$ cat config.mk
export PLATFORM = sky130hd
export DESIGN_NAME = cdft_ram
export DESIGN_NICKNAME = d
export VERILOG_FILES = /design/src/hw/rtl/cdft_ram.sv
export SDC_FILE = /design/constraint.sdc
export NUM_CORES = 2
export LEC_CHECK = 0
export ABC_CLOCK_PERIOD_IN_PS = 6500
export BUFFER_PORTS_ARGS = -buffer_cell sky130_fd_sc_hd__buf_4
export CAP_MARGIN = 20
export CORE_MARGIN = 4
export CORE_UTILIZATION = 30
export CTS_BUF_LIST = sky130_fd_sc_hd__clkbuf_16
export CTS_CLUSTER_SIZE = 10
export DETAILED_ROUTE_END_ITERATION = 10
export MAX_ROUTING_LAYER = met4
export PLACE_DENSITY = 0.55
export SLEW_MARGIN = 20
export SYNTH_ARGS = -nofsm -noshare
export SYNTH_HDL_FRONTEND = slang
export SYNTH_SLANG_ARGS = --single-unit
$ cat constraint.sdc
create_clock -name i_clk -period 6.5 [get_ports i_clk]
set_input_delay 0.65 -clock i_clk [delete_from_list [all_inputs] [get_ports i_clk]]
set_output_delay 0.65 -clock i_clk [all_outputs]
set_load 0.03 [all_outputs]
$ cat src/hw/rtl/cdft_ram.sv
// ----------------------------------------------------------------------------
// cdft_ram
// Generic single-write, single-read RAM with registered read data.
// ----------------------------------------------------------------------------
module cdft_ram #(
    parameter int WIDTH = 32,
    parameter int DEPTH = 64
) (
    input  logic                     i_clk,
    input  logic                     i_wr_en,
    input  logic [$clog2(DEPTH)-1:0] i_wr_addr,
    input  logic [WIDTH-1:0]         i_wr_data,
    input  logic [$clog2(DEPTH)-1:0] i_rd_addr,
    output logic [WIDTH-1:0]         o_rd_data
);

    logic [WIDTH-1:0] r_mem [DEPTH];
    logic [WIDTH-1:0] r_rd_data;

    always_ff @(posedge i_clk) begin
        if (i_wr_en) begin
            r_mem[i_wr_addr] <= i_wr_data;
        end
        r_rd_data <= r_mem[i_rd_addr];
    end

    assign o_rd_data = r_rd_data;

endmodule

* Word level (Yosys, flattened, before mapping)
Memories as Yosys holds them, arrays and structs flattened. A register that Yosys moved wholly into a read port is not among the register bits.
Cells that the tools add are included.
** Cells by class
- Multiplexer cells :: 2
** Operators with widths (count)
- 1-bit 2-to-1 mux :: 2
** Storage, ports and cells
- Register bits after elaboration :: 0
- RAM bits :: 2048
- Input bits :: 46
- Output and inout port bits :: 32
- Logic and storage cells :: 3
- Memories kept :: 1
** Memories
- r_mem :: words 64, width 32, rd ports 1, clocked after memory_dff 1, wr ports 1, RTL line 17 : logic [WIDTH-1:0] r_mem [DEPTH];

* Depth between registers and ports, before layout
- Depth after elaboration :: 2
- Depth in mapped cells :: 10

* Worst setup path before layout
OpenSTA, ideal clock, no wires.
- Path type :: input -> register
- Start point :: input port i_wr_addr[3]
- End point :: memory r_mem[48][0], enable pin
- Library setup time :: 461 ps
- Arrival :: 3349 ps
- Data required time :: 6039 ps
- Slack :: 2690 ps
- Stages on the path :: 4
- Path through :: clkbuf_1 > nor2b_1 > nand4b_1 > nor3_1
** RTL lines
- from (decl) :: RTL line 11 : input logic [$clog2(DEPTH)-1:0] i_wr_addr,
- to (decl) :: RTL line 17
Straight into the memory's write port.

==> qor.yml <==
clock_tree:
  cts.path.max_buffers: 3
  cts_tree: "built"
  clkSinkCount: 2080
  cts-htree-levels: 4
  cts_buffers: 229
  cts-hold-fix-buffers: 0
  cts_resized: 0
  root_buffer: "clkbuf_16"
  clk_latency_ns: 0.88
  clk_pin_slew_ns: 0.06
  cts_setup_buffers: 0
worst_hold_path:
  min-delay-path-class: "primary input to flop"
  holdCritStartpoint: "i_wr_data[8]"
detailed_routing:
  viasPerCell: 5.10
  routed_wl_um: 215000
  first_pass_iters: 7
  routedWlPerCell_um: 29.7
  ant_nets: 0
  first_iter_violations: 4450
  via_count: 36900
  drc: 0
sta:
  fin_worst_hold_slack_ns: 0.293
  slew_violations: 0
  hold_viol_final: 0
  rsz0062_at_grt: "no"
  fin_crit_ns: 3.23
  maxSlewHeadroom_pct: 22.1
  setup_viol: 0
  finalCritPeriodShare_pct: 49.6
  layout_setup_ws_ns: 3.27
  tightestPinTransition_ns: 1.17
  fmax_mhz: 310
  setup-tns-final_ns: 0
  clock_skew_ns: 0.0435
setup_path:
  setup.worst_path.start_class: "primary input"
  critical-path-slowest-cell: "buf_8"
  crit_fanout: 71
  path_cells: "buf_8 > buf_4 > buf_4 > mux4_2 > mux4_2 > o22ai_1 > nor2_1"
  crit_path_end_kind: "flop"
  max_stage_delay_ns: 0.53
  crit_arrival_ns: 3.92
  startpoint: "i_rd_addr[1]"
  worst_ep_required_time_ns: 7.19
  path_class: "primary input to flop"
  rr_startpoint: "r_mem[28][29]"
global_route:
  grt_max_degree: 99
  gr-usage-all-layers_pct: 16.1
  grt_first_pass_wirelength_um: 301000
  grt_pass1_vias: 37600
  antenna_found_initial: 15
  overflow: 0
power_and_ir_drop:
  power.leakage_uw: 0.0282
  power_uw: 27900
  p_per_area_nw_per_um2: 307
  vdd_drop_max_v: 0.000289
floorplanning:
  placementRows: 187
  initial_core_util_pct: 30.2
  die_h_um: 520
  core-area_um2: 260000
  die_x_um: 520
  pin_count: 78
  dieArea_um2: 270000
run:
  drv_cap: 0
finish:
  drive_gt1_share_pct: 28.2
  area_growth_pct: 15.8
  most-common-layout-cells: "2048 x edfxtp_1, 544 x mux4_2, 229 x clkbuf_16"
  fin_util_pct: 35.0
  nNetsFinal: 3609
  fillers: 23700
  final_common_cell: "edfxtp_1"
logic_synthesis:
  syn-cell-area_um2: 78500
  ys_seq_area_share_pct: 79.1
  synth.avg_cell_area_um2: 23.6
  synthCells: 3324
  ys_ff_latch: 2080
  synthesis.nets: 3370
  yosysUniqueCellTypes: 34
  yosysWarnings: 0
place:
  gp_congestion: 0.760
  port_buffers: 77
  dpl.hpwl_um: 117000
  pre_cts_ws_ns: 2.21
status:
  status: "complete, no violations"
## cell type report
cell class                      instances  area (um^2)  share of cell area [%]
Antenna cell                            7         17.5                  0.0193
Sequential cell                      2080        62100                    68.4
Clock inverter                        172         1010                    1.11
Tap cell                             3496         4370                    4.81
Multi-Input combinational cell       1062        16000                    17.6
Clock buffer                          229         5730                    6.30
Timing Repair Buffer                  190         1640                    1.81
## stage by stage
| step | area [um^2] | instances |
|---|---|---|
| after floorplan | 78500 | 3324 |
| after global placement | 84000 | 6824 |
| after detailed placement | 84100 | 6828 |
| after CTS | 90900 | 7229 |
| after global routing | 90900 | 7232 |
| final | 90900 | 7236 |
## worst paths after layout
check | slack [ns] | to | depth (start not counted)
min | 0.29 | r_mem[34][8] | 1
min reg2reg | 0.76 | o_rd_data[20] | 4
max | 3.27 | o_rd_data[25] | 7
max reg2reg | 4.14 | o_rd_data[29] | 4
## routing by layer
layer	track usage [%]	up-vias	share of wire [%]
met4	4.61	0	2.7
met2	25.4	1412	49
met1	21.7	20400	42
li1	-	14800	-
met3	2.51	326	6.5
met5	-	-	0
## flip-flops by register name (all words and copies together) (netlist names)
name       flops
o_rd_data     32
r_mem       2048
## cell families (layout without fill, tap and decap cells)
logic type / Yosys count / in the layout / synth area share (%)
flip-flops: 2080 / 2080 / 79.1
multiplexers: 637 / 637 / 16.8
AND/OR/NAND/NOR: 223 / 223 / 1.27
AO/OA/AOI/OAI: 202 / 202 / 1.67
buffers and inverters: 182 / 591 / 1.13
other: 0 / 7 / 0
## cell usage after synthesis (all sizes together)
master	n	area share [%]
a21oi	62	0.40
a22oi	12	0.11
a311oi	8	0.089
a31oi	1	0.0080
a41o	4	0.051
and2	2	0.016
and3	4	0.032
buf	108	0.77
clkbuf	74	0.35
dfxtp	32	0.82
edfxtp	2048	78
mux2i	93	1.2
mux4	544	16
nand2	26	0.12
nand2b	8	0.064
nand3	5	0.032
nand3b	5	0.048
nand4	2	0.016
nand4b	1	0.011
nor2	137	0.65
nor2b	15	0.12
nor3	7	0.045
o221ai	27	0.30
o22ai	84	0.67
o32ai	4	0.045
or2	3	0.024
or3	3	0.024
or3b	5	0.056
## critical path: cells and delay by family
kind	cells	cell delay (ns)
AO/OA/AOI/OAI	1	0.45
buffers and inverters	3	1.59
multiplexers	2	0.89
AND/OR/NAND/NOR	1	0.23
## power by group
group | leakage [uW] | total, uW | switching, uW | internal (uW)
combinational | 0.00570 | 1380 | 875 | 507
clock | 0.00381 | 11600 | 5180 | 6390
sequential | 0.0187 | 14900 | 70.2 | 14900
Power figures use the tool's default switching activity.
