<file path="config.mk">
export PLATFORM = sky130hd
export DESIGN_NAME = cdft_apb
export DESIGN_NICKNAME = d
export VERILOG_FILES = /design/src/hw/rtl/cdft_pkg.sv /design/src/hw/rtl/cdft_apb.sv
export SDC_FILE = /design/constraint.sdc
export NUM_CORES = 1
export LEC_CHECK = 0
export BUFFER_PORTS_ARGS = -buffer_cell sky130_fd_sc_hd__buf_2
export CAP_MARGIN = 20
export CORE_UTILIZATION = 29
export CTS_CLUSTER_SIZE = 12
export DETAILED_ROUTE_END_ITERATION = 8
export PLACE_DENSITY = 0.83
export REMOVE_ABC_BUFFERS = 1
export SLEW_MARGIN = 25
export SYNTH_ARGS = -nofsm -noshare
export SYNTH_HDL_FRONTEND = slang
export SYNTH_SLANG_ARGS = --single-unit
</file>
<file path="constraint.sdc">
create_clock -name i_clk -period 1.45 [get_ports i_clk]
set_clock_uncertainty 0.15 [all_clocks]
set_input_delay 0.2175 -clock i_clk [delete_from_list [all_inputs] [get_ports i_clk]]
set_output_delay 0.2175 -clock i_clk [all_outputs]
set_load 0.02 [all_outputs]
</file>
<file path="src/hw/rtl/cdft_pkg.sv">
// ----------------------------------------------------------------------------
// cdft_pkg
// Shared types, constants and the twiddle table of the direct complex DFT.
// ----------------------------------------------------------------------------
package cdft_pkg;

    localparam int MAX_POINTS_DEF  = 64;
    localparam int SAMPLE_BITS_DEF = 16;
    localparam int TABLE_BITS      = 6;
    localparam int TWID_BITS       = 16;
    localparam int FRAC_BITS       = 15;
    localparam int BIN_BITS        = 23;
    localparam int IDX_BITS        = 6;
    localparam int LOG2_BITS       = 3;
    localparam int CFG_AW          = 3;
    localparam int CFG_DW          = 32;
    localparam int SIN_OFFSET      = 48;

    localparam logic [LOG2_BITS-1:0] LOG2_MIN   = 3'd2;
    localparam logic [LOG2_BITS-1:0] LOG2_RESET = 3'd6;

    // register index taken from paddr[2]
    localparam logic CFG_IDX_INV  = 1'b0;
    localparam logic CFG_IDX_LOG2 = 1'b1;

    localparam logic signed [TWID_BITS-1:0] COS_TAB [0:(1<<TABLE_BITS)-1] = '{
         16'sd32767,  16'sd32610,  16'sd32138,  16'sd31357,
         16'sd30274,  16'sd28899,  16'sd27246,  16'sd25330,
         16'sd23170,  16'sd20788,  16'sd18205,  16'sd15447,
         16'sd12540,   16'sd9512,   16'sd6393,   16'sd3212,
             16'sd0,  -16'sd3212,  -16'sd6393,  -16'sd9512,
        -16'sd12540, -16'sd15447, -16'sd18205, -16'sd20788,
        -16'sd23170, -16'sd25330, -16'sd27246, -16'sd28899,
        -16'sd30274, -16'sd31357, -16'sd32138, -16'sd32610,
        -16'sd32768, -16'sd32610, -16'sd32138, -16'sd31357,
        -16'sd30274, -16'sd28899, -16'sd27246, -16'sd25330,
        -16'sd23170, -16'sd20788, -16'sd18205, -16'sd15447,
        -16'sd12540,  -16'sd9512,  -16'sd6393,  -16'sd3212,
             16'sd0,   16'sd3212,   16'sd6393,   16'sd9512,
         16'sd12540,  16'sd15447,  16'sd18205,  16'sd20788,
         16'sd23170,  16'sd25330,  16'sd27246,  16'sd28899,
         16'sd30274,  16'sd31357,  16'sd32138,  16'sd32610
    };

    typedef enum logic [1:0] {
        SEQ_IDLE,
        SEQ_CALC,
        SEQ_FLUSH
    } t_seq_state;

    typedef struct packed {
        logic                 inv;
        logic [LOG2_BITS-1:0] l_eff;
        logic                 len_wr;
    } t_cfg;

    typedef struct packed {
        logic                valid;
        logic                first;
        logic                last;
        logic                last_k;
        logic [IDX_BITS-1:0] k;
    } t_mac_ctrl;

endpackage

</file>
<file path="src/hw/rtl/cdft_apb.sv">
// ----------------------------------------------------------------------------
// cdft_apb
// Configuration registers behind an APB-style port, with length clamping.
// ----------------------------------------------------------------------------
module cdft_apb import cdft_pkg::*; #(
    parameter int MAX_POINTS = MAX_POINTS_DEF
) (
    input  logic              i_clk,
    input  logic              i_rst_n,
    input  logic              psel,
    input  logic              penable,
    input  logic              pwrite,
    input  logic [CFG_AW-1:0] paddr,
    input  logic [CFG_DW-1:0] pwdata,
    output logic [CFG_DW-1:0] prdata,
    output logic              pready,
    output t_cfg              o_cfg
);

    localparam logic [LOG2_BITS-1:0] LOG2_MAX = LOG2_BITS'($clog2(MAX_POINTS));

    logic                 r_inv;
    logic [LOG2_BITS-1:0] r_log2;
    logic                 wr_en;
    logic [LOG2_BITS-1:0] l_eff;

    assign pready = 1'b1;
    assign wr_en  = psel & penable & pwrite & pready;

    always_ff @(posedge i_clk) begin
        if (!i_rst_n) begin
            r_inv  <= 1'b0;
            r_log2 <= LOG2_RESET;
        end else if (wr_en) begin
            case (paddr[2])
                CFG_IDX_INV:  r_inv  <= pwdata[0];
                CFG_IDX_LOG2: r_log2 <= pwdata[LOG2_BITS-1:0];
                default:      r_inv  <= r_inv;
            endcase
        end
    end

    always_comb begin
        case (paddr[2])
            CFG_IDX_INV:  prdata = {{(CFG_DW-1){1'b0}}, r_inv};
            CFG_IDX_LOG2: prdata = {{(CFG_DW-LOG2_BITS){1'b0}}, r_log2};
            default:      prdata = '0;
        endcase
    end

    always_comb begin
        if (r_log2 < LOG2_MIN) begin
            l_eff = LOG2_MIN;
        end else if (r_log2 > LOG2_MAX) begin
            l_eff = LOG2_MAX;
        end else begin
            l_eff = r_log2;
        end
    end

    assign o_cfg.inv    = r_inv;
    assign o_cfg.l_eff  = l_eff;
    assign o_cfg.len_wr = wr_en & (paddr[2] == CFG_IDX_LOG2);

endmodule

</file>
# Word level (Yosys, flattened, before mapping)
# Index checks and enable logic that the tools add are counted.
# classes
order_cmp	2
n_mux	3
bitwise	4
n_reduce_logical	2
# op_table
operator	count
case mux 32 bit (2 select lines)	1
two-way mux 3 bit	2
AND reduction 2 bit	2
AND 1 bit	3
> comparator 3 bit (second input constant)	1
< comparator 3 x 2 -> 1 bit (second input constant)	1
inverter 1 bit	1
# word_totals
register_bits	4
inputBits	40
out_inout_bits	38

# Logic depth before layout (Yosys ltp)
# depth
word_depth	3
ltp_mapped	3
ltp_nobuf	2

# Worst setup path after synthesis
# No wires, ideal clock.
# synth_timing
path_type	register to output
startpoint	register r_log2[1]
endpoint	output port o_cfg[1] in the netlist's numbering
arrival_time_ns	0.933
t_required_ns	1.082
setup_slack_ns	0.149
stages_incl_launch_ff	3
n_path_buf	0
cell_sequence	dfxtp_1 > nand2b_1 > a21boi_1
# synth_rtl
element	line	text
start, declared	cdft_apb.sv:23	logic [LOG2_BITS-1:0] r_log2;
start signal, assigned	cdft_apb.sv:37	CFG_IDX_LOG2: r_log2 <= pwdata[LOG2_BITS-1:0];
end, declared	cdft_apb.sv:17	output t_cfg o_cfg

==> summary.log <==
[yosys] most area-consuming cells after synthesis sky130_fd_sc_hd__buf_4 (49%), sky130_fd_sc_hd__dfxtp_1 (17%), sky130_fd_sc_hd__mux2i_1 (8.5%)
[placement] Detailed Place HPWL 564 µm
[flow_run] maxcap violations 0
[placement] Post-DP Area 438 µm²
[final_layout] fill count 174
[yosys] average size of a mapped cell 8.15 µm²
[route] Post-Route WL 647 µm
[clock_tree] Bufs on Longest Clock Path 2
[hold_path] endpoint of the worst hold path r_inv$_SDFFE_PN0P_
[clock_tree] TritonCTS clock tree yes
[yosys] Seq/Total Area, Yosys 16.9%
[worst_setup_path] endpoint arrival time on the critical path 1.01 ns
[timing] Max Clock Freq 0.728 GHz
[timing] hold slack final 0.114 ns
[yosys] most area-hungry cell type in the Yosys netlist sky130_fd_sc_hd__buf_4
[floorplan] Die X 42.4 µm
[floorplan] area enclosed by the die boundary 1800 µm²
[final_layout] final design instance area without fill 464 µm²
[yosys] flip-flop and latch count after synthesis 4
[power] power per cell area 778 nW/µm²
[timing] unrepaired setup endpoints after global routing false
[placement] gpl congestion 0.673
[clock_tree] clock root buffer sky130_fd_sc_hd__clkbuf_4
[yosys] count of unique library cells instantiated by Yosys 14
[route] initial DRC count 0
[placement] PortBufs 16
[worst_setup_path] type of the setup path with the least slack register to output port
[global_routing] total routing resource utilization after global routing 7.37%
[worst_setup_path] setup slack of the most critical reg-to-reg path 0.66 ns
[floorplan] starting density of the core 31.4%
[yosys] count of synthesis-stage warnings from yosys 0
[timing] hold violation count in the final report 0
[yosys] post-synthesis cell count 58
[final_layout] share of final-layout standard cells stronger than drive strength 1 28.8%
[final_layout] synthesis-to-finish area growth -1.85%
[timing] Final setup viols 0
[hold_path] number of instances on the worst hold path 3
[timing] ratio of final minimum period to clock period 94.7%
[hold_path] source of the worst hold timing path pwdata[0]
[worst_setup_path] required time of the worst setup path 1.08 ns
[clock_tree] clock-pin slew reported for the worst setup and hold paths after clock tree synthesis 0.04 ns
[worst_setup_path] Max FO, Critical Path 5
[floorplan] ports placed on the boundary 78
[timing] setup TNS after final layout 0 ns
[global_routing] vias in the first global route 236
[global_routing] maximum number of pins on one net before global-route repair 8
[power] maximum vdd drop 0.000200 V
[power] PnR Total Power 0.361 mW
[run_status] run status complete, no violations
[clock_tree] Clock Latency Late Sink 0.23 ns
[clock_tree] Num CTS Buffers 3
[route] Routed Antenna Nets 0
[clock_tree] CTS Hold Bufs 0
[route] per-cell routed wire length 7.27 µm
[clock_tree] TritonCTS sink count 4
[route] number of vias per cell after detailed routing 3.43
[power] static leakage 0.259 nW
[floorplan] area of the placeable core 1510 µm²
[final_layout] final net count 115
[worst_setup_path] Critical Path Sink Type output port
[hold_path] min-delay worst type primary input to register
[worst_setup_path] source of the worst register-to-register timing path r_log2[2]$_SDFFE_PN1P_
[yosys] Yosys top cell area share 49.2%
[placement] # placed instances 86
[floorplan] DIE HEIGHT 42.4 µm
[final_layout] antenna diode count 0
[route] number of search-and-repair iterations in the first detailed-routing pass 1
[global_routing] wire length of the first global-routing pass 917 µm
[global_routing] initial antenna violation count 0
[timing] Final Critical Period 1.37 ns
[timing] Final Slew Violations 0
[clock_tree] H-tree lvl count 1
[worst_setup_path] count of cells along the worst register-to-register path 2
[global_routing] GR Overflow Total 0
[floorplan] number of rows created at floorplan 14
[route] final routed DRC violation total 0
[final_layout] post-route non-filler standard cell count 89
[route] count of vias placed by the detailed router 305
[yosys] netlist area before placement 473 µm²
[worst_setup_path] FF-to-FF End r_log2[2]$_SDFFE_PN1P_
[worst_setup_path] Worst Setup Start Kind register
==> Yosys cell counts <==
cell type,n
sky130_fd_sc_hd__a21boi_1,1
sky130_fd_sc_hd__and2_1,2
sky130_fd_sc_hd__and4_1,1
sky130_fd_sc_hd__buf_4,31
sky130_fd_sc_hd__buf_6,1
sky130_fd_sc_hd__clkbuf_1,1
sky130_fd_sc_hd__conb_1,2
sky130_fd_sc_hd__dfxtp_1,4
sky130_fd_sc_hd__mux2_1,1
sky130_fd_sc_hd__mux2i_1,4
sky130_fd_sc_hd__nand2_1,3
sky130_fd_sc_hd__nand2b_1,2
sky130_fd_sc_hd__nand4b_1,1
sky130_fd_sc_hd__nor2b_1,4
==> cells in the final DEF (no fill, tap or decap) <==
master,instances
sky130_fd_sc_hd__conb_1,30
sky130_fd_sc_hd__buf_2,15
sky130_fd_sc_hd__mux2i_1,4
sky130_fd_sc_hd__nor2b_1,4
sky130_fd_sc_hd__nand2_1,3
sky130_fd_sc_hd__clkbuf_4,3
sky130_fd_sc_hd__dfxtp_1,3
sky130_fd_sc_hd__nand2b_1,2
sky130_fd_sc_hd__and2_1,2
sky130_fd_sc_hd__buf_4,2
sky130_fd_sc_hd__and4_1,1
sky130_fd_sc_hd__a21boi_1,1
sky130_fd_sc_hd__mux2_1,1
sky130_fd_sc_hd__nand4b_1,1
sky130_fd_sc_hd__dfxtp_2,1
==> where the power goes <==
group	internal (mW)	switching [mW]
logic	0.0217	0.0907
registers	0.113	0.00202
clock network	0.0923	0.0412
==> per-stage QoR <==
stage	utilization (%)	worst slack [ns]
after global placement	29.1	0.278
after CTS	30.6	0.0443
after global routing	30.8	0.0123
after detailed placement	29.1	0.277
after floorplan	-	0.0178
final	30.8	0.0773
==> what timing repair did <==
item / CTS / global route
endpoints found under the setup margin: 0 / 1
gates resized for setup: 0 / 2
setup buffers: 0 / 0
==> flip-flops by register name, summed over array words and instances (netlist names) <==
name,cells
r_inv,1
r_log2,3
==> worst max-delay path by stage <==
stage / from / end / depth (start not counted)
after floorplan: r_log2[2]$_SDFFE_PN1P_ / o_cfg[1] / 2
after CTS: r_log2[2]$_SDFFE_PN1P_ / o_cfg[1] / 3
final: r_log2[2]$_SDFFE_PN1P_ / o_cfg[1] / 3
after global placement: paddr[2] / prdata[0] / 3
after global routing: r_log2[2]$_SDFFE_PN1P_ / o_cfg[1] / 3
after detailed placement: paddr[2] / prdata[0] / 3
==> per-layer routing <==
layer | vias up | share of wire (%) | wire length [µm] | global-route usage [%]
met1 | 128 | 34 | 219 | 6.33
met2 | 25 | 54 | 348 | 12.6
met4 | 0 | 0 | 0 | 5.63
met5 | - | 0 | 0 | 0
li1 | 152 | - | - | -
met3 | 0 | 12 | 79 | 3.88
==> cell type report <==
cell class	count	area (µm²)	area share [%]
Timing Repair Buffer	17	90.1	19.4
Sequential cell	4	81.3	17.5
Tap cell	16	20.0	4.31
Clock buffer	3	22.5	4.85
Multi-Input combinational cell	49	250	53.9
==> worst max-delay path, stage by stage (launching register included) <==
cell and delay (ns):
sky130_fd_sc_hd__dfxtp_2 0.33, sky130_fd_sc_hd__nand2b_1 0.14, sky130_fd_sc_hd__a21boi_1 0.15, sky130_fd_sc_hd__buf_4 0.16
==> logic make-up (layout without fill, tap and decap cells) <==
logic type | count (synthesis) | count (layout) | share of synthesized area (%)
buf+inv | 33 | 20 | 52.4
compound gates | 1 | 1 | 1.59
mux | 5 | 5 | 10.8
flops | 4 | 4 | 16.9
simple gates | 13 | 13 | 16.7
other cells | 2 | 30 | 1.59
(Power assumes the default switching activity.)
