File: src/hw/rtl/cdft_pkg.sv
// ----------------------------------------------------------------------------
// cdft_pkg
// Shared types, constants and the twiddle table of the direct complex DFT.
// ----------------------------------------------------------------------------
package cdft_pkg;

    localparam int MAX_POINTS_DEF  = 64;
    localparam int SAMPLE_BITS_DEF = 16;
    localparam int TABLE_BITS      = 6;
    localparam int TWID_BITS       = 16;
    localparam int FRAC_BITS       = 15;
    localparam int BIN_BITS        = 23;
    localparam int IDX_BITS        = 6;
    localparam int LOG2_BITS       = 3;
    localparam int CFG_AW          = 3;
    localparam int CFG_DW          = 32;
    localparam int SIN_OFFSET      = 48;

    localparam logic [LOG2_BITS-1:0] LOG2_MIN   = 3'd2;
    localparam logic [LOG2_BITS-1:0] LOG2_RESET = 3'd6;

    // register index taken from paddr[2]
    localparam logic CFG_IDX_INV  = 1'b0;
    localparam logic CFG_IDX_LOG2 = 1'b1;

    localparam logic signed [TWID_BITS-1:0] COS_TAB [0:(1<<TABLE_BITS)-1] = '{
         16'sd32767,  16'sd32610,  16'sd32138,  16'sd31357,
         16'sd30274,  16'sd28899,  16'sd27246,  16'sd25330,
         16'sd23170,  16'sd20788,  16'sd18205,  16'sd15447,
         16'sd12540,   16'sd9512,   16'sd6393,   16'sd3212,
             16'sd0,  -16'sd3212,  -16'sd6393,  -16'sd9512,
        -16'sd12540, -16'sd15447, -16'sd18205, -16'sd20788,
        -16'sd23170, -16'sd25330, -16'sd27246, -16'sd28899,
        -16'sd30274, -16'sd31357, -16'sd32138, -16'sd32610,
        -16'sd32768, -16'sd32610, -16'sd32138, -16'sd31357,
        -16'sd30274, -16'sd28899, -16'sd27246, -16'sd25330,
        -16'sd23170, -16'sd20788, -16'sd18205, -16'sd15447,
        -16'sd12540,  -16'sd9512,  -16'sd6393,  -16'sd3212,
             16'sd0,   16'sd3212,   16'sd6393,   16'sd9512,
         16'sd12540,  16'sd15447,  16'sd18205,  16'sd20788,
         16'sd23170,  16'sd25330,  16'sd27246,  16'sd28899,
         16'sd30274,  16'sd31357,  16'sd32138,  16'sd32610
    };

    typedef enum logic [1:0] {
        SEQ_IDLE,
        SEQ_CALC,
        SEQ_FLUSH
    } t_seq_state;

    typedef struct packed {
        logic                 inv;
        logic [LOG2_BITS-1:0] l_eff;
        logic                 len_wr;
    } t_cfg;

    typedef struct packed {
        logic                valid;
        logic                first;
        logic                last;
        logic                last_k;
        logic [IDX_BITS-1:0] k;
    } t_mac_ctrl;

endpackage

File: src/hw/rtl/cdft_mac.sv
// ----------------------------------------------------------------------------
// cdft_mac
// Shared complex multiply-accumulate pipeline with rounding and saturation.
// ----------------------------------------------------------------------------
module cdft_mac import cdft_pkg::*; #(
    parameter int MAX_POINTS  = MAX_POINTS_DEF,
    parameter int SAMPLE_BITS = SAMPLE_BITS_DEF
) (
    input  logic                       i_clk,
    input  logic                       i_rst_n,
    input  t_mac_ctrl                  i_ctrl,
    input  logic [TABLE_BITS-1:0]      i_phase,
    input  logic [2*SAMPLE_BITS-1:0]   i_rd_data,
    input  logic                       i_inv,
    input  logic [LOG2_BITS-1:0]       i_l_eff,
    output logic                       o_bin_valid,
    output logic signed [BIN_BITS-1:0] o_bin_re,
    output logic signed [BIN_BITS-1:0] o_bin_im,
    output logic [IDX_BITS-1:0]        o_bin_index,
    output logic                       o_last_bin
);

    localparam int PW    = SAMPLE_BITS + TWID_BITS;
    localparam int SW    = PW + 1;
    localparam int ACC_W = SW + $clog2(MAX_POINTS) + 1;
    localparam int QW    = ACC_W - FRAC_BITS;
    localparam int RW    = (QW > BIN_BITS) ? QW : BIN_BITS + 1;

    localparam logic signed [ACC_W-1:0] HALF   = ACC_W'(2**(FRAC_BITS-1));
    localparam logic signed [RW-1:0]    SAT_HI = RW'(2**(BIN_BITS-1) - 1);
    localparam logic signed [RW-1:0]    SAT_LO = RW'(-(2**(BIN_BITS-1)));

    // twiddle fetch, aligned with the registered sample read
    t_mac_ctrl                     r1_ctrl;
    logic signed [TWID_BITS-1:0]   r1_cos;
    logic signed [TWID_BITS-1:0]   r1_sin;
    logic [TABLE_BITS-1:0]         sin_idx;
    logic signed [SAMPLE_BITS-1:0] xr;
    logic signed [SAMPLE_BITS-1:0] xi;

    // products
    t_mac_ctrl                     r2_ctrl;
    logic signed [PW-1:0]          p_rc, p_is, p_ic, p_rs;
    logic signed [PW-1:0]          r2_rc, r2_is, r2_ic, r2_rs;

    // term sums
    t_mac_ctrl                     r3_ctrl;
    logic signed [SW-1:0]          t_re, t_im;
    logic signed [SW-1:0]          r3_re, r3_im;

    // accumulator
    logic                          r4_done;
    logic [IDX_BITS-1:0]           r4_k;
    logic                          r4_last_k;
    logic signed [ACC_W-1:0]       r4_acc_re, r4_acc_im;

    // rounding and inverse scaling
    logic signed [ACC_W-1:0]       rnd_re, rnd_im;
    logic signed [RW-1:0]          q_re, q_im;
    logic                          r5_valid;
    logic [IDX_BITS-1:0]           r5_k;
    logic                          r5_last_k;
    logic signed [RW-1:0]          r5_re, r5_im;

    // output register
    logic                          r6_valid;
    logic [IDX_BITS-1:0]           r6_k;
    logic                          r6_last_k;
    logic signed [BIN_BITS-1:0]    r6_re, r6_im;
    logic signed [BIN_BITS-1:0]    sat_re, sat_im;

    assign sin_idx = i_phase + TABLE_BITS'(SIN_OFFSET);

    always_ff @(posedge i_clk) begin
        r1_cos <= COS_TAB[i_phase];
        r1_sin <= COS_TAB[sin_idx];
    end

    assign xr = $signed(i_rd_data[2*SAMPLE_BITS-1:SAMPLE_BITS]);
    assign xi = $signed(i_rd_data[SAMPLE_BITS-1:0]);

    assign p_rc = xr * r1_cos;
    assign p_is = xi * r1_sin;
    assign p_ic = xi * r1_cos;
    assign p_rs = xr * r1_sin;

    always_ff @(posedge i_clk) begin
        r2_rc <= p_rc;
        r2_is <= p_is;
        r2_ic <= p_ic;
        r2_rs <= p_rs;
    end

    always_comb begin
        if (i_inv) begin
            t_re = SW'(r2_rc) - SW'(r2_is);
            t_im = SW'(r2_ic) + SW'(r2_rs);
        end else begin
            t_re = SW'(r2_rc) + SW'(r2_is);
            t_im = SW'(r2_ic) - SW'(r2_rs);
        end
    end

    always_ff @(posedge i_clk) begin
        r3_re <= t_re;
        r3_im <= t_im;
    end

    always_ff @(posedge i_clk) begin
        if (r3_ctrl.valid) begin
            if (r3_ctrl.first) begin
                r4_acc_re <= ACC_W'(r3_re);
                r4_acc_im <= ACC_W'(r3_im);
            end else begin
                r4_acc_re <= r4_acc_re + ACC_W'(r3_re);
                r4_acc_im <= r4_acc_im + ACC_W'(r3_im);
            end
        end
        r4_k      <= r3_ctrl.k;
        r4_last_k <= r3_ctrl.last_k;
    end

    assign rnd_re = r4_acc_re + HALF;
    assign rnd_im = r4_acc_im + HALF;

    always_comb begin
        q_re = RW'($signed(rnd_re[ACC_W-1:FRAC_BITS]));
        q_im = RW'($signed(rnd_im[ACC_W-1:FRAC_BITS]));
        if (i_inv) begin
            q_re = q_re >>> i_l_eff;
            q_im = q_im >>> i_l_eff;
        end
    end

    always_ff @(posedge i_clk) begin
        r5_re     <= q_re;
        r5_im     <= q_im;
        r5_k      <= r4_k;
        r5_last_k <= r4_last_k;
    end

    always_comb begin
        if (r5_re > SAT_HI) begin
            sat_re = BIN_BITS'(SAT_HI);
        end else if (r5_re < SAT_LO) begin
            sat_re = BIN_BITS'(SAT_LO);
        end else begin
            sat_re = r5_re[BIN_BITS-1:0];
        end
        if (r5_im > SAT_HI) begin
            sat_im = BIN_BITS'(SAT_HI);
        end else if (r5_im < SAT_LO) begin
            sat_im = BIN_BITS'(SAT_LO);
        end else begin
            sat_im = r5_im[BIN_BITS-1:0];
        end
    end

    always_ff @(posedge i_clk) begin
        r6_re     <= sat_re;
        r6_im     <= sat_im;
        r6_k      <= r5_k;
        r6_last_k <= r5_last_k;
    end

    always_ff @(posedge i_clk) begin
        if (!i_rst_n) begin
            r1_ctrl  <= '0;
            r2_ctrl  <= '0;
            r3_ctrl  <= '0;
            r4_done  <= 1'b0;
            r5_valid <= 1'b0;
            r6_valid <= 1'b0;
        end else begin
            r1_ctrl  <= i_ctrl;
            r2_ctrl  <= r1_ctrl;
            r3_ctrl  <= r2_ctrl;
            r4_done  <= r3_ctrl.valid & r3_ctrl.last;
            r5_valid <= r4_done;
            r6_valid <= r5_valid;
        end
    end

    assign o_bin_valid = r6_valid;
    assign o_bin_re    = r6_re;
    assign o_bin_im    = r6_im;
    assign o_bin_index = r6_k;
    assign o_last_bin  = r6_last_k;

endmodule

File: config.mk
export PLATFORM = sky130hd
export DESIGN_NAME = cdft_mac
export DESIGN_NICKNAME = d
export VERILOG_FILES = /design/src/hw/rtl/cdft_pkg.sv /design/src/hw/rtl/cdft_mac.sv
export SDC_FILE = /design/constraint.sdc
export NUM_CORES = 2
export LEC_CHECK = 0
export BUFFER_PORTS_ARGS = -buffer_cell sky130_fd_sc_hd__buf_2
export CAP_MARGIN = 25
export CORE_MARGIN = 4
export CORE_UTILIZATION = 58
export CTS_CLUSTER_SIZE = 25
export DETAILED_ROUTE_END_ITERATION = 8
export PLACE_DENSITY = 0.72
export SLEW_MARGIN = 20
export SYNTH_ARGS = -nofsm -noshare
export SYNTH_HDL_FRONTEND = slang
export SYNTH_SLANG_ARGS = --single-unit
export TNS_END_PERCENT = 1
File: constraint.sdc
create_clock -name i_clk -period 9.6 [get_ports i_clk]
set_input_delay 2.4 -clock i_clk [delete_from_list [all_inputs] [get_ports i_clk]]
set_output_delay 2.4 -clock i_clk [all_outputs]
set_load 0.005 [all_outputs]
# After elaboration in Yosys (flattened, before gate mapping)
# Memory sizes are Yosys's and may differ from the RTL's. A register that Yosys moved wholly into a read port is not among the register bits.
# Index checks and enable logic that the tools add are counted.
[totals] register_bits=424 rom_bits=2048 wordCells=68 mem_count=2
[mem_list] name="(no name shown)" depth=64 width=16 read_ports=1 rd_clocked_by_memory_dff=1 wr=0 line="cdft_mac.sv:76" rtl="r1_sin <= COS_TAB[sin_idx];"
[mem_list] name="(no name shown)" depth=64 width=16 read_ports=1 rd_clocked_by_memory_dff=1 wr=0 line="cdft_mac.sv:75" rtl="r1_cos <= COS_TAB[i_phase];"
[op_classes] add_sub_neg=9 mul=4 order_cmp=4 shift=2 muxes=8 n_bitwise=3
[ops] cell="16-bit by 16-bit multiplier with 32-bit output" n=4
[ops] cell="40-bit by 16-bit adder with 40-bit output, second input constant" n=2
[ops] cell="40-bit by 33-bit adder with 40-bit output" n=2
[ops] cell="40-bit two-way mux" n=2
[ops] cell="32-bit by 32-bit adder with 33-bit output" n=2
[ops] cell="33-bit two-way mux" n=2
[ops] cell="32-bit by 32-bit subtractor with 33-bit output" n=2
[ops] cell="25-bit by 23-bit > comparator with 1-bit output, second input constant" n=2
[ops] cell="25-bit by 23-bit less-than comparator with 1-bit output, second input constant" n=2
[ops] cell="25-bit two-way mux" n=2
[ops] cell="25-bit by 3-bit >>> shifter with 25-bit output" n=2
[ops] cell="23-bit two-way mux" n=2
[ops] cell="6-bit inverter with 7-bit output" n=2
[ops] cell="6-bit adder, second input constant" n=1
[ops] cell="1-bit AND" n=1

# Longest topological paths before layout
[depth] depth_word=3 depth_mapped=25 mapped_depth_nobuf=24

# Worst setup path after synthesis
# Ideal clock, no wire load.
[synth_path] kind="input-to-reg" start="input i_rd_data[15]" end="register r2_ic[31]" setup_time_ns=0.072 arrival_time_ns=8.125 t_required_ns=9.528 setup_slack_ns=1.403 cell_stages=21 cell_sequence="clkbuf_1 -> nand2_1 -> inv_1 -> fa_1 -> fa_1 -> fa_1 -> fa_1 -> fa_1 -> inv_1 -> fa_1 -> inv_1 -> ha_1 -> and2_1 -> a221o_1 -> a31oi_1 -> o21ai_0 -> or3_1 -> a31oi_1 -> o31ai_1 -> a21oi_1 -> xnor2_1"
[synth_via] elab_chain_len=1
[synth_rtl] element="start, declared" line="cdft_mac.sv:13" rtl="input logic [2*SAMPLE_BITS-1:0] i_rd_data,"
[synth_rtl] element="16-bit by 16-bit multiplier with 32-bit output" line="cdft_mac.sv:84" rtl="assign p_ic = xi * r1_cos;"
[synth_rtl] element="net p_ic[31]" line="cdft_mac.sv:43" rtl="logic signed [PW-1:0] p_rc, p_is, p_ic, p_rs;"
[synth_rtl] element="end signal, assigned" line="cdft_mac.sv:90" rtl="r2_ic <= p_ic;"
[synth_rtl] element="end, declared" line="cdft_mac.sv:44" rtl="logic signed [PW-1:0] r2_rc, r2_is, r2_ic, r2_rs;"
# The timed path passes the listed nets, and every way through them passes these cells.
# A chain may end at the register's enable or synchronous reset.

# Worst setup path in the final report
[layout_path] start="input i_rd_data[26]" end="register r2_rc[31]"
[layout_via] elab_chain_len=1
[layout_rtl] element="16-bit by 16-bit multiplier with 32-bit output" line="cdft_mac.sv:82" rtl="assign p_rc = xr * r1_cos;"
[layout_rtl] element="net p_rc[31]" line="cdft_mac.sv:43"
[layout_rtl] element="end signal, assigned" line="cdft_mac.sv:88" rtl="r2_rc <= p_rc;"
[layout_rtl] element="end, declared" line="cdft_mac.sv:44"
# The timed path passes the listed nets, and every way through them passes these cells.

==> out/qor_table.md <==
| Result | This run |
|:---|:---|
| Gr usage total | 0.280 |
| Worst path arrival time | 8.91 ns |
| Crit Path Class | input port to register |
| Num rows | 121 |
| Post-synth top flop | sky130_fd_sc_hd__dfxtp_1 |
| Hold Path Depth | 0 |
| Antenna violations before repair | 18 |
| Total wire length | 159000 um |
| Count of antenna-violating nets left after detailed routing | 0 |
| Final clock skew | 0.0348 ns |
| Post-CTS Setup Inserts | 0 |
| Worst Setup Slack post-DPL | 0.680 ns |
| Final cell count without fillers | 8504 |
| Clock transition at the registers of the reported paths | 0.06 ns |
| Share of the synthesized netlist area taken by xor and xnor gates | 0.0508 |
| Area share of the leading cell type in the synthesized netlist | 0.330 |
| Worst-case reg-to-reg path depth | 22 |
| Vertical die dimension | 340 um |
| Top-level port count | 108 |
| Library cell contributing the largest single delay on the critical path | sky130_fd_sc_hd__buf_2 |
| Most common library cells after synthesis | sky130_fd_sc_hd__inv_1 (1262), sky130_fd_sc_hd__fa_1 (1052), sky130_fd_sc_hd__nand2_1 (829) |
| Number of placed instances with taps included | 8391 |
| Share of the clock period used by the worst path | 0.873 |
| Number of nets at the end of the flow | 8622 |
| Fill cell total of the finished layout | 9368 |
| Shortest clock period the worst path allows after layout | 8.38 ns |
| Mean instance size in the synthesized netlist | 8.95 um2 |
| Total number of vias | 47988 |
| Clock Tree Buf Depth | 3 |
| Number of DRC violations after detailed routing | 0 |
| Number of buffers inserted by hold repair at cts | 0 |
| Vias in the first global route | 49890 |
| Min Hold Slack | 0.325 ns |
| Global-route wire length before repair | 261000 um |
| Number of CTS-inserted buffers | 53 |
| H-tree depth reported by CTS | 2 |
| Die Area | 115000 um2 |
| Type of the most critical hold path | register to register |
| Crit end category | register |
| Slack of the worst reg-to-reg path | 2.30 ns |
| Port Buffer Count | 107 |
| Crit-path most repeated cell | sky130_fd_sc_hd__fa_1 |
| Fraction of layout cells with a size suffix above 1 | 0.0476 |
| CP Max Fanout | 32 |
| Register area | 9950 um2 |
| Crit path cell chain | buf_2 -> nand2_1 -> fa_1 -> fa_1 -> fa_1 -> inv_1 -> fa_1 -> fa_1 -> inv_1 -> fa_1 -> inv_1 -> ha_1 -> nand4_1 -> or3b_2 -> o21ai_0 -> nand4_1 -> a311oi_1 -> o41ai_1 -> mux2i_1 -> nand4_1 |
| Area of combinational cells with multiple inputs | 47900 um2 |
| Number of distinct library cells after synthesis | 85 |
| Launch point of the worst hold path | r5_k[1] |
| Number of synthesis warnings | 0 |
| Total negative slack for setup checks | 0 ns |
| Number of detailed-route iterations in the first pass | 6 |
| Flop and latch count out of synthesis | 456 |
| Relative area change from synthesis to final layout | 5.49% |
| Total overflow reported by the global router | 0 |
| Global placement routability congestion | 0.920 |
| Buf+Inv Stages, Crit Path | 4 |
| Asr flop ratio synth | 0 |
| Pin count of the biggest net entering global routing | 97 |
| Synth Instances | 7129 |
| CTS sink cnt | 456 |
| Delay of the slowest cell on the worst path | 0.58 ns |
| Cell with the most instances after synthesis | sky130_fd_sc_hd__inv_1 |
| Synthesized net count | 8719 |
| Detailed router's first-iteration violation count | 3224 |
| Simple-gate area share of the yosys netlist | 0.154 |
| Worst slew margin relative to its limit | 0.262 |
| Max-slew violations | 0 |
| Detail-routed net length per standard cell | 18.7 um |
| Least setup slack across all paths after layout | 1.22 ns |
| Initial standard-cell utilization of the core | 0.585 |
| Compound-gate portion of the synthesized area | 0.105 |
| Adder-cell share of the synthesized area | 0.425 |
| Final setup violation count | 0 |
| Actual slew at the worst max-slew pin | 1.10 ns |
| Clock tree from TritonCTS | built |
| Buffer cell driving the clock tree root | sky130_fd_sc_hd__clkbuf_16 |
| Worst Hold End | o_bin_index[1] |
| Result of the run | completed |
| Detailed-placement wirelength estimate | 125000 um |
| Number of synthesized flops with an enable pin | 80 |
| Worst flop-to-flop path endpoint | r2_rc[31] |
| Unrepaired setup endpoints after global routing | no |
| Post-cts resize count | 0 |
| Largest cells by area after synthesis | sky130_fd_sc_hd__fa_1 (33%), sky130_fd_sc_hd__dfxtp_1 (12%), sky130_fd_sc_hd__ha_1 (9.5%) |
| Area of the mapped netlist | 63800 um2 |
| Final hold vios | 0 |
| Achievable Freq | 119 MHz |
| Die Span X | 340 um |
| Post-DR vias/cell | 5.64 |
| Largest family of logic cells by synthesized area | adder cells |
| Portion of the post-synthesis area used by sequential elements | 0.156 |
| Share of cell area taken by muxes after synthesis | 0.0161 |
| Launch instance of the worst register-to-register path | r1_cos[9] |
| CP Launch Type | input port |
| Worst skew pair latency | 0.67 ns |
| Most area-hungry cell type in the Yosys netlist | sky130_fd_sc_hd__fa_1 |
| Critical Path RT | 10.13 ns |
| Delay-heaviest family, CP | adder cells |
| Max Cap Viol | 0 |
| Placeable core region | 109000 um2 |
==> worst max-delay path by stage <==
stage | startpoint | endpoint | cells past startpoint
CTS | i_rd_data[28] | r2_rc[31] | 20
finish | i_rd_data[26] | r2_rc[31] | 20
global route | i_rd_data[26] | r2_rc[28] | 21
global placement | i_rd_data[28] | r2_rc[31] | 20
floorplan | i_rd_data[15] | r2_ic[31] | 21
detailed placement | i_rd_data[24] | r2_rc[31] | 20
==> cells in the final DEF, fill, tap and decap left out, types with 28 or more instances in the layout <==
cell                        instances
sky130_fd_sc_hd__fa_1            1052
sky130_fd_sc_hd__and2_1           544
sky130_fd_sc_hd__buf_4             62
sky130_fd_sc_hd__nand3_1           69
sky130_fd_sc_hd__edfxtp_1          80
sky130_fd_sc_hd__nand2_1          829
sky130_fd_sc_hd__inv_1           1260
sky130_fd_sc_hd__dfxtp_1          367
sky130_fd_sc_hd__clkbuf_16         54
sky130_fd_sc_hd__nor3_1            72
sky130_fd_sc_hd__ha_1             484
sky130_fd_sc_hd__xnor2_1          259
sky130_fd_sc_hd__nand4_1           28
sky130_fd_sc_hd__a31oi_1           40
sky130_fd_sc_hd__and3_1            31
sky130_fd_sc_hd__o21ai_0          261
sky130_fd_sc_hd__o21a_1            33
sky130_fd_sc_hd__o21bai_1          44
sky130_fd_sc_hd__nor2_1           284
sky130_fd_sc_hd__a211oi_1          56
sky130_fd_sc_hd__o211ai_1          35
sky130_fd_sc_hd__a21o_1           104
sky130_fd_sc_hd__nand2b_1          59
sky130_fd_sc_hd__mux2i_1           71
sky130_fd_sc_hd__a21oi_1          317
sky130_fd_sc_hd__buf_2            106
sky130_fd_sc_hd__xor2_1           111
==> registers in the layout, summed over array words and instances (netlist names), 6 cells and up <==
register,flops
r2_rs,32
r4_acc_re,40
r5_re,25
r1_ctrl,10
r4_acc_im,40
r5_k,6
r2_is,32
o_bin_im,23
r3_ctrl,10
r3_re,33
o_bin_re,23
r2_rc,32
r2_ctrl,10
r5_im,25
r4_k,6
o_bin_index,6
r2_ic,32
r3_im,33
r1_cos,16
r1_sin,16
==> layer usage <==
| layer | global-route usage | wire [um] | vias to the layer above |
|---|---|---|---|
| met1 | 0.361 | 64000 | 23603 |
| met4 | 0.108 | 7200 | 6 |
| met5 | 0 | 43 | - |
| li1 | - | - | 22319 |
| met2 | 0.470 | 75100 | 1701 |
| met3 | 0.0546 | 12400 | 359 |
==> cell families after synthesis <==
| family | Yosys count |
|---|---|
| AOI/OAI and AO/OA | 1067 |
| xor gates and xnor gates | 370 |
| adders and majority gates | 1536 |
| buffers and inverters | 1583 |
| DFF | 456 |
| muxes | 94 |
| and+or+nand+nor | 2023 |
==> cell type report <==
cell class              count  share of cell area
inverters                1262              0.0704
repair buffers            169              0.0151
clock buffers              62              0.0214
multi-input cells        5090               0.712
clock inverters            37             0.00649
well taps                1414              0.0263
flip-flops and latches    456               0.148
diodes                     14            0.000521
==> per-stage QoR <==
| step | area, um2 | util |
|---|---|---|
| 3_3_place_gp | 65400 | 0.600 |
| 4_1_cts | 67300 | 0.617 |
| 2_1_floorplan | 63800 | - |
| 6_report | 67300 | 0.617 |
| 3_5_place_dp | 65400 | 0.600 |
| 5_1_grt | 67300 | 0.617 |
Power is not shown: default switching activity piles up to over one toggle a cycle in this logic, so the estimate is an artifact.
